**config.mk**
```make
export PLATFORM = sky130hd
export DESIGN_NAME = segmented_flash_crc16_checker_top
export DESIGN_NICKNAME = d
export VERILOG_FILES = /design/src/hw/rtl/sfcrc_pkg.sv /design/src/hw/rtl/segmented_flash_crc16_checker_top.sv /design/src/hw/rtl/sfcrc_in_stage.sv /design/src/hw/rtl/sfcrc_core.sv
export SDC_FILE = /design/constraint.sdc
export NUM_CORES = 1
export LEC_CHECK = 0
export BUFFER_PORTS_ARGS = -buffer_cell sky130_fd_sc_hd__buf_2
export CAP_MARGIN = 10
export CORE_UTILIZATION = 45
export DETAILED_ROUTE_END_ITERATION = 8
export MAX_ROUTING_LAYER = met4
export PLACE_DENSITY_LB_ADDON = 0.08
export SLEW_MARGIN = 20
export SYNTH_ARGS = -nofsm -noshare
export SYNTH_HDL_FRONTEND = slang
export SYNTH_SLANG_ARGS = --single-unit
```
**constraint.sdc**
```tcl
create_clock -name clk -period 5.2 [get_ports clk]
set_input_delay 1.04 -clock clk [delete_from_list [all_inputs] [get_ports clk]]
set_output_delay 1.04 -clock clk [all_outputs]
set_load 0.005 [all_outputs]
```
**src/hw/rtl/sfcrc_pkg.sv**
```systemverilog
// Shared types, constants and the CRC word update for the flash CRC checker.
`timescale 1ns / 1ps

package sfcrc_pkg;

  // Default pointer width and register reset values
  localparam int ADDR_WIDTH_DEF = 15;
  localparam int START_RESET    = 8192;
  localparam int END_RESET      = 24576;
  localparam int CRC_ADDR_RESET = 24487;

  // CRC-16 polynomial and preset
  localparam logic [15:0] CRC_POLY   = 16'h1021;
  localparam logic [15:0] CRC_PRESET = 16'hFFFF;

  // Command codes
  localparam logic CMD_RESTART = 1'b0;
  localparam logic CMD_DATA    = 1'b1;

  // Status codes
  localparam logic [1:0] STATUS_CALC     = 2'd0;
  localparam logic [1:0] STATUS_OK       = 2'd1;
  localparam logic [1:0] STATUS_MISMATCH = 2'd2;

  // Configuration register indexes
  localparam logic [1:0] REG_START    = 2'd0;
  localparam logic [1:0] REG_END      = 2'd1;
  localparam logic [1:0] REG_CRC_ADDR = 2'd2;

  typedef struct packed {
    logic        command;
    logic [15:0] data_word;
  } sfcrc_in_t;

  typedef struct packed {
    logic [1:0]  status;
    logic        pass_done;
    logic [14:0] next_word_addr;
    logic [15:0] crc_value;
  } sfcrc_out_t;

  // Shift one word into the CRC, MSB first, augmented form
  function automatic logic [15:0] crc_feed_word(input logic [15:0] crc,
                                                input logic [15:0] word);
    logic [15:0] c;
    logic        out_bit;
    c = crc;
    for (int i = 15; i >= 0; i--) begin
      out_bit = c[15];
      c = {c[14:0], word[i]};
      if (out_bit) begin
        c = c ^ CRC_POLY;
      end
    end
    return c;
  endfunction

endpackage

```
**src/hw/rtl/segmented_flash_crc16_checker_top.sv**
```systemverilog
// Top level of the segmented flash CRC-16 checker.
// An accepted beat goes to the input register, then on to the result register.
// Throughput: one word per cycle while out_ready drains results, set by the
// combinational 16-bit CRC update between the input and result registers.
// Reset (rst, synchronous): pointer to start address 8192, CRC to 0xFFFF,
// expected CRC to zero, configuration to its reset values, both stages empty.
`timescale 1ns / 1ps

module segmented_flash_crc16_checker_top #(
  parameter int ADDR_WIDTH = sfcrc_pkg::ADDR_WIDTH_DEF
) (
  input  logic                  clk,
  input  logic                  rst,
  input  logic                  cfg_write,
  input  logic [1:0]            cfg_index,
  input  logic [ADDR_WIDTH-1:0] cfg_data,
  input  logic                  in_valid,
  output logic                  in_ready,
  input  sfcrc_pkg::sfcrc_in_t  in_data,
  output logic                  out_valid,
  input  logic                  out_ready,
  output sfcrc_pkg::sfcrc_out_t out_data
);
  import sfcrc_pkg::*;

  logic      stage_valid;
  sfcrc_in_t stage_data;
  logic      take;

  // Input register
  sfcrc_in_stage u_in_stage (
    .clk         (clk),
    .rst         (rst),
    .in_valid    (in_valid),
    .in_ready    (in_ready),
    .in_data     (in_data),
    .take        (take),
    .stage_valid (stage_valid),
    .stage_data  (stage_data)
  );

  // Update and result register
  sfcrc_core #(
    .ADDR_WIDTH (ADDR_WIDTH)
  ) u_core (
    .clk         (clk),
    .rst         (rst),
    .cfg_write   (cfg_write),
    .cfg_index   (cfg_index),
    .cfg_data    (cfg_data),
    .stage_valid (stage_valid),
    .stage_data  (stage_data),
    .take        (take),
    .out_valid   (out_valid),
    .out_ready   (out_ready),
    .out_data    (out_data)
  );

endmodule

```
**src/hw/rtl/sfcrc_in_stage.sv**
```systemverilog
// Input register stage: holds one accepted beat until the core takes it.
`timescale 1ns / 1ps

module sfcrc_in_stage (
  input  logic               clk,
  input  logic               rst,
  input  logic               in_valid,
  output logic               in_ready,
  input  sfcrc_pkg::sfcrc_in_t in_data,
  input  logic               take,
  output logic               stage_valid,
  output sfcrc_pkg::sfcrc_in_t stage_data
);
  import sfcrc_pkg::*;

  // Accept a new beat when empty or when the held beat leaves this cycle
  assign in_ready = !stage_valid || take;

  // Track occupancy
  always_ff @(posedge clk) begin
    if (rst) begin
      stage_valid <= 1'b0;
    end else if (in_valid && in_ready) begin
      stage_valid <= 1'b1;
    end else if (take) begin
      stage_valid <= 1'b0;
    end
  end

  // Hold payload
  always_ff @(posedge clk) begin
    if (in_valid && in_ready) begin
      stage_data <= in_data;
    end
  end

endmodule

```
**src/hw/rtl/sfcrc_core.sv**
```systemverilog
// Checker core: configuration, pass state, CRC update and result register.
`timescale 1ns / 1ps

module sfcrc_core #(
  parameter int ADDR_WIDTH = sfcrc_pkg::ADDR_WIDTH_DEF
) (
  input  logic                  clk,
  input  logic                  rst,
  input  logic                  cfg_write,
  input  logic [1:0]            cfg_index,
  input  logic [ADDR_WIDTH-1:0] cfg_data,
  input  logic                  stage_valid,
  input  sfcrc_pkg::sfcrc_in_t  stage_data,
  output logic                  take,
  output logic                  out_valid,
  input  logic                  out_ready,
  output sfcrc_pkg::sfcrc_out_t out_data
);
  import sfcrc_pkg::*;

  logic [ADDR_WIDTH-1:0] start_addr;
  logic [ADDR_WIDTH-1:0] end_addr;
  logic [ADDR_WIDTH-1:0] crc_addr;

  logic [ADDR_WIDTH-1:0] word_pointer, word_pointer_next;
  logic [15:0]           crc_register, crc_register_next;
  logic [15:0]           expected_crc, expected_crc_next;
  logic [15:0]           crc_base;
  logic [ADDR_WIDTH:0]   ptr_inc;
  logic                  done;
  logic [1:0]            status;

  // Configuration registers
  always_ff @(posedge clk) begin
    if (rst) begin
      start_addr <= ADDR_WIDTH'(START_RESET);
      end_addr   <= ADDR_WIDTH'(END_RESET);
      crc_addr   <= ADDR_WIDTH'(CRC_ADDR_RESET);
    end else if (cfg_write) begin
      unique case (cfg_index)
        REG_START:    start_addr <= cfg_data;
        REG_END:      end_addr   <= cfg_data;
        REG_CRC_ADDR: crc_addr   <= cfg_data;
        default: ;
      endcase
    end
  end

  // Advance when the result register is free or being drained
  assign take = stage_valid && (!out_valid || out_ready);

  // Work out the pass state after this beat
  always_comb begin
    word_pointer_next = word_pointer;
    crc_register_next = crc_register;
    expected_crc_next = expected_crc;
    crc_base          = crc_register;
    ptr_inc           = {1'b0, word_pointer} + (ADDR_WIDTH+1)'(1);
    done              = 1'b0;
    status            = STATUS_CALC;
    if (stage_data.command == CMD_RESTART) begin
      word_pointer_next = start_addr;
    end else begin
      // Preset at the start word
      if (word_pointer == start_addr) begin
        crc_base          = CRC_PRESET;
        expected_crc_next = 16'h0000;
      end
      // Capture the stored CRC instead of feeding it
      if (word_pointer == crc_addr) begin
        expected_crc_next = stage_data.data_word;
        crc_register_next = crc_base;
      end else begin
        crc_register_next = crc_feed_word(crc_base, stage_data.data_word);
      end
      // End of pass once the next address reaches the end address or overflows
      if (ptr_inc >= {1'b0, end_addr} || ptr_inc[ADDR_WIDTH]) begin
        done              = 1'b1;
        word_pointer_next = start_addr;
        if (expected_crc_next != 16'h0000) begin
          status = (expected_crc_next == crc_register_next) ? STATUS_OK
                                                            : STATUS_MISMATCH;
        end
      end else begin
        word_pointer_next = ptr_inc[ADDR_WIDTH-1:0];
      end
    end
  end

  // Pass state registers
  always_ff @(posedge clk) begin
    if (rst) begin
      word_pointer <= ADDR_WIDTH'(START_RESET);
      crc_register <= CRC_PRESET;
      expected_crc <= 16'h0000;
    end else if (take) begin
      word_pointer <= word_pointer_next;
      crc_register <= crc_register_next;
      expected_crc <= expected_crc_next;
    end
  end

  // Result valid flag
  always_ff @(posedge clk) begin
    if (rst) begin
      out_valid <= 1'b0;
    end else if (take) begin
      out_valid <= 1'b1;
    end else if (out_ready) begin
      out_valid <= 1'b0;
    end
  end

  // Result payload
  always_ff @(posedge clk) begin
    if (take) begin
      out_data.status         <= status;
      out_data.pass_done      <= done;
      out_data.next_word_addr <= 15'(word_pointer_next);
      out_data.crc_value      <= crc_register_next;
    end
  end

endmodule

```
==> results.yml, run 1 <==
placed_design:
  placed_cells: 1181
  place_area_sq_um: 8630
  dp_hpwl_um: 15700
  place_congestion: 0.889
  portBuffers: 74
  pre_cts_slack_ns: 1.08
timing:
  setup_tns_ns: 0
  finalSetupViolCount: 0
  finalCritPeriodShare_pct: 80.6
  rsz0062_at_grt: "false"
  tightest_slew_ns: 1.05
  clock.fmax_ghz: 0.239
  skew_ns: 0.00830
  fin_crit_ns: 4.19
  whs_ns: 0.454
  slew_violations: 0
  finalHoldViolCount: 0
  setup_ws_ns: 1.01
  relSlewSlack_pct: 29.6
route:
  vias: 6869
  drt-met1-wl_um: 11600
  ant_nets: 0
  drt_wl_total_um: 22500
  met3_wirelength_um: 1660
  route.met2.wl_um: 9010
  top_layer_used: "met4"
  remaining_drc_errors: 0
  vias_per_cell: 5.66
  wl_per_cell_um: 18.6
  dr.pass1.iters: 5
  drtIter0Drc: 620
logic_synthesis:
  async_flop_share_pct: 0
  synth-seq-area-share_pct: 41.3
  synth_area_leaders: "dfxtp_1 (23%), edfxtp_1 (19%), nand2_1 (6.9%), xnor2_1 (6.0%), xor2_1 (5.8%)"
  synth_edf_count: 51
  synth_top_flop_cell: "dfxtp_1"
  synth.largest_area_cell: "dfxtp_1"
  netlist_top_cells_count: "nand2_1 (152), dfxtp_1 (94), nor2_1 (65)"
  syn_area_per_cell_sq_um: 8.71
  synth.most_common_cell: "nand2_1"
  netlist_area_sq_um: 8260
  syn_inst: 948
  synth_seq_cells: 145
  ys_warn_count: 0
  syn_nets: 1003
  yosysUniqueCellTypes: 69
  synth_top_area_share_pct: 22.8
final_layout:
  fin_area_sq_um: 9260
  antennaDiodeCount: 0
  fin_util_pct: 51.5
  fin_cells: 1213
  drive_gt1_share_pct: 14.8
  synthToLayoutAreaGrowth_pct: 12.1
  nets: 1026
  nFillCells: 1696
clock_network:
  cts_max_level: 4
  cts_buffers: 17
  ctsResizeCount: 0
  cts_tree: "yes"
  clock_path_buffers: 2
  cts_sinks: 145
  worstSkewPairLatency_ns: 0.42
  hold_buffers: 0
  root_buffer: "clkbuf_16"
  cts_setup_buffers: 0
  clk_pin_slew_worst_paths_ns: 0.06
grt:
  grt_pass1_wl_um: 35000
  grt_pass1_vias: 6073
  grt_max_degree: 67
  antenna_found_initial: 0
  grt.overflow.total: 0
  grt_usage_pct: 25.7
power:
  total_leakage_power_nw: 3.61
  ir_worst_vdd_uv: 235
  finalPower_mw: 3.34
  powerDensity_nw_per_um2: 361
setup_path:
  crit_fanout: 22
  end_kind: "flip-flop"
  worstSetupPathType: "flip-flop to flip-flop"
  start_kind: "flip-flop"
  critPathRequiredTime_ns: 5.55
  cp.arrival_ns: 4.54
min_path:
  hp-class: "flip-flop to flip-flop"
die:
  start_util_pct: 46.0
  die_y_um: 137
  ios: 75
  core-area_sq_um: 18000
  rows: 49
  dieWidth_um: 137
  die-area_sq_um: 18900
job:
  drv_cap: 0
run_status:
  outcome: "complete, no violations"
[kinds of logic after synthesis]
logic type | Yosys count | synth area share (%)
adders and majority gates | 16 | 2.42
and+or+nand+nor | 353 | 20.0
muxes | 11 | 1.44
AOI/OAI and AO/OA | 196 | 14.9
xor gates and xnor gates | 120 | 14.1
DFF | 145 | 41.3
buffers and inverters | 107 | 5.76
[sequential cells by signal, summed over array words and instances (netlist names)]
name	flops
u_core.crc_register	16
u_core.crc_addr	15
u_core.expected_crc	16
u_core.out_valid	1
u_in_stage.stage_data	17
u_core.end_addr	15
u_in_stage.stage_valid	1
u_core.out_data	34
u_core.word_pointer	15
u_core.start_addr	15
[routing by layer]
metal  vias up  track usage (%)
met3        19             4.30
met4         0             7.08
met5         -                -
met1      3252             39.5
met2       256             33.8
li1       3342                -
[power by group]
part           switching [mW]  total (mW)  internal, mW  leakage (nW)
combinational           0.419       0.729         0.310          2.07
clock                   0.487        1.30         0.816         0.300
sequential             0.0724        1.31          1.24          1.24
[worst max-delay path, cell delays in order, from the launching register on]
cell      delay, ns
dfxtp_1        0.51
ha_1           0.28
nand3_1        0.18
nor2_1         0.30
and3_1         0.29
and3_1         0.28
nand3_1        0.16
xnor2_1        0.20
ha_1           0.32
nand3_1        0.10
a211oi_1       0.21
inv_1          0.10
o21ai_2        0.40
buf_4          0.34
and2_1         0.19
o21ai_0        0.09
a21oi_1        0.17
[worst paths after layout]
path | startpoint | end | slack, ns | cells after the start
worst max register to register | u_core.word_pointer[0] | u_core.word_pointer[2] | 1.01 | 16
worst max-delay path | u_core.word_pointer[0] | u_core.word_pointer[2] | 1.01 | 16
worst min-delay path | u_core.end_addr[10] | u_core.end_addr[10] | 0.45 | 2
worst min register to register | u_core.end_addr[10] | u_core.end_addr[10] | 0.45 | 2
[layout make-up]
cell class / instances / area [sq um] / share of cell area [%]
multi-input combinational: 696 / 4380 / 47.3
sequential: 145 / 3410 / 36.9
timing repair buffer: 86 / 460 / 4.97
clock buffer: 19 / 443 / 4.78
tap: 229 / 287 / 3.09
clock inverter: 13 / 184 / 1.99
inverter: 25 / 93.8 / 1.01
[placed cells by master, fill, tap and decap left out, drive strengths merged, types with 4 or more instances in the layout]
cell and count:
or2 4, mux2 7, a21o 8, a211oi 4
xor2 55, xnor3 4, nand3 36, nor2b 5
mux2i 4, nor4 26, a21oi 62, a2bb2oi 12
nand2 152, and3 7, edfxtp 51, o21ai 47
buf 86, nor3 12, bufinv 4, and2 11
nand4 12, a22oi 18, nor3b 6, clkbuf 19
nor2 66, clkinv 4, dfxtp 94, ha 16
o211ai 4, a31oi 20, inv 27, xnor2 59
Power figures use the tool's default switching activity.
==> run 2, diff against run 1 <==
Clock period 5.2 ns to 3.8 ns, I/O delays scaled along.
==> results.yml, run 2 (synthesized netlist as in run 1, its figures left out) <==
clock_network:
  root_buffer: "clkbuf_16"
  clock_path_buffers: 2
  cts_tree: "yes"
  hold_buffers: 0
  cts_max_level: 4
  worstSkewPairLatency_ns: 0.43
  cts_buffers: 17
  cts_sinks: 145
  clk_pin_slew_worst_paths_ns: 0.06
setup_path:
  cp.arrival_ns: 3.67
  crit_fanout: 11
  worstSetupPathType: "flip-flop to flip-flop"
  crit_buf_inv: 2
  cp_common_cell: "nand4_1"
  cp_slowest_stage_delay_ns: 0.41
  critPathRequiredTime_ns: 3.98
  end_kind: "flip-flop"
  cp_slowest_cell: "dfxtp_1"
  path_cells: "nand4_1 -> nor3_2 -> buf_4 -> nand4_1 -> nor2_1 -> xor2_1 -> ha_1 -> a21o_1 -> a21oi_1 -> o21ai_0 -> nor3b_2 -> o21a_2 -> buf_12 -> mux2_2"
  cpLargestDelayFamily: "simple AND/OR/NAND/NOR gates"
  start_kind: "flip-flop"
timing:
  finalHoldViolCount: 0
  rsz0062_at_grt: "false"
  relSlewSlack_pct: 27.1
  fin_crit_ns: 3.49
  finalSetupViolCount: 0
  tightest_slew_ns: 1.09
  clock.fmax_ghz: 0.286
  slew_violations: 0
  setup_tns_ns: 0
  skew_ns: 0.00784
  finalCritPeriodShare_pct: 92.0
final_layout:
  final_cell_mix: "nand2_1 (152), dfxtp_1 (94), buf_2 (74)"
  antennaDiodeCount: 0
  top_register: "u_core.out_data"
  nets: 1057
  fin_util_pct: 52.9
  final_common_cell: "nand2_1"
  drive_gt1_share_pct: 17.6
  fin_area_sq_um: 9510
  synthToLayoutAreaGrowth_pct: 15.1
  top_regs: "u_core.out_data: 34 flops, u_in_stage.stage_data: 17 flops"
  largest_reg_flops: 34
  fin_cells: 1244
die:
  die_y_um: 137
  core-area_sq_um: 18000
  rows: 49
  dieWidth_um: 137
  ios: 75
  start_util_pct: 46.0
  die-area_sq_um: 18900
power:
  ir_worst_vdd_uv: 344
  finalPower_mw: 4.50
  total_leakage_power_nw: 3.76
  powerDensity_nw_per_um2: 473
route:
  ant_nets: 0
  wl_per_cell_um: 18.4
  drt_wl_total_um: 22900
  met3_wirelength_um: 1430
  vias: 6900
  remaining_drc_errors: 0
  drt-met1-wl_um: 11900
  dr.pass1.iters: 6
  route.met2.wl_um: 9100
  drtIter0Drc: 629
  top_layer_used: "met4"
  vias_per_cell: 5.55
placed_design:
  dp_hpwl_um: 16300
  place_area_sq_um: 8880
  place_congestion: 0.888
  portBuffers: 74
  placed_cells: 1209
run_status:
  outcome: "complete, no violations"
grt:
  grt_usage_pct: 26.2
  grt_pass1_wl_um: 35700
  antenna_found_initial: 0
  grt.overflow.total: 0
  grt_pass1_vias: 6217
  grt_max_degree: 66
job:
  drv_cap: 0
min_path:
  hp-class: "flip-flop to flip-flop"
## run 2: cell count changes in the layout (fill, tap and decap cells not counted), sizes merged
cell / change
bufinv: -2
o21ai: +1
clkinv: +4
buf: +30
clkbuf: -2
## run 2: path summary, 6_finish.rpt
check                         start                  end  slack (ns)  cells past startpoint
min              u_core.end_addr[1]   u_core.end_addr[1]        0.45                      2
max          u_core.word_pointer[1]  u_core.out_data[17]        0.31                     14
min reg2reg      u_core.end_addr[1]   u_core.end_addr[1]        0.45                      2
max reg2reg  u_core.word_pointer[1]  u_core.out_data[17]        0.31                     14
## run 2: final cells by class
type | count | area, sq um
multi-input cells | 697 | 4410
clock inverters | 15 | 160
repair buffers | 116 | 723
clock buffers | 17 | 425
flip-flops and latches | 145 | 3410
well taps | 229 | 287
fillers | 1756 | 8460
inverters | 25 | 93.8
## run 2: through the flow
| stage | hold WS [ns] | setup WS, ns |
|---|---|---|
| 5_1_grt | 0.479 | 0.0154 |
| 2_1_floorplan | 0.436 | 0.0900 |
| 3_5_place_dp | 0.448 | -0.0190 |
| 6_report | 0.454 | 0.305 |
| 3_3_place_gp | 0.443 | 0.0707 |
| 4_1_cts | 0.457 | 0.0358 |
## run 2: worst min-delay path, stage by stage (launching register included)
cell and delay (ns):
dfxtp_1 0.31, nand2_1 0.05, a21oi_1 0.05
## run 2: layer usage
| layer | vias to the layer above | global-route usage, % |
|---|---|---|
| li1 | 3406 | - |
| met1 | 3244 | 40.8 |
| met2 | 222 | 33.3 |
| met3 | 28 | 3.72 |
| met4 | 0 | 9.46 |
| met5 | - | - |
## run 2: what timing repair did
item | in CTS | in global routing
pin swaps | 0 | 1
setup endpoints to repair | 5 | 30
resized for setup | 1 | 3
cloned | 0 | 1
setup buffers | 0 | 2
## run 2: power breakdown
part / switching [mW] / internal [mW]
registers: 0.0895 / 1.70
logic: 0.593 / 0.452
clock network: 0.697 / 0.971
total: 1.38 / 3.12
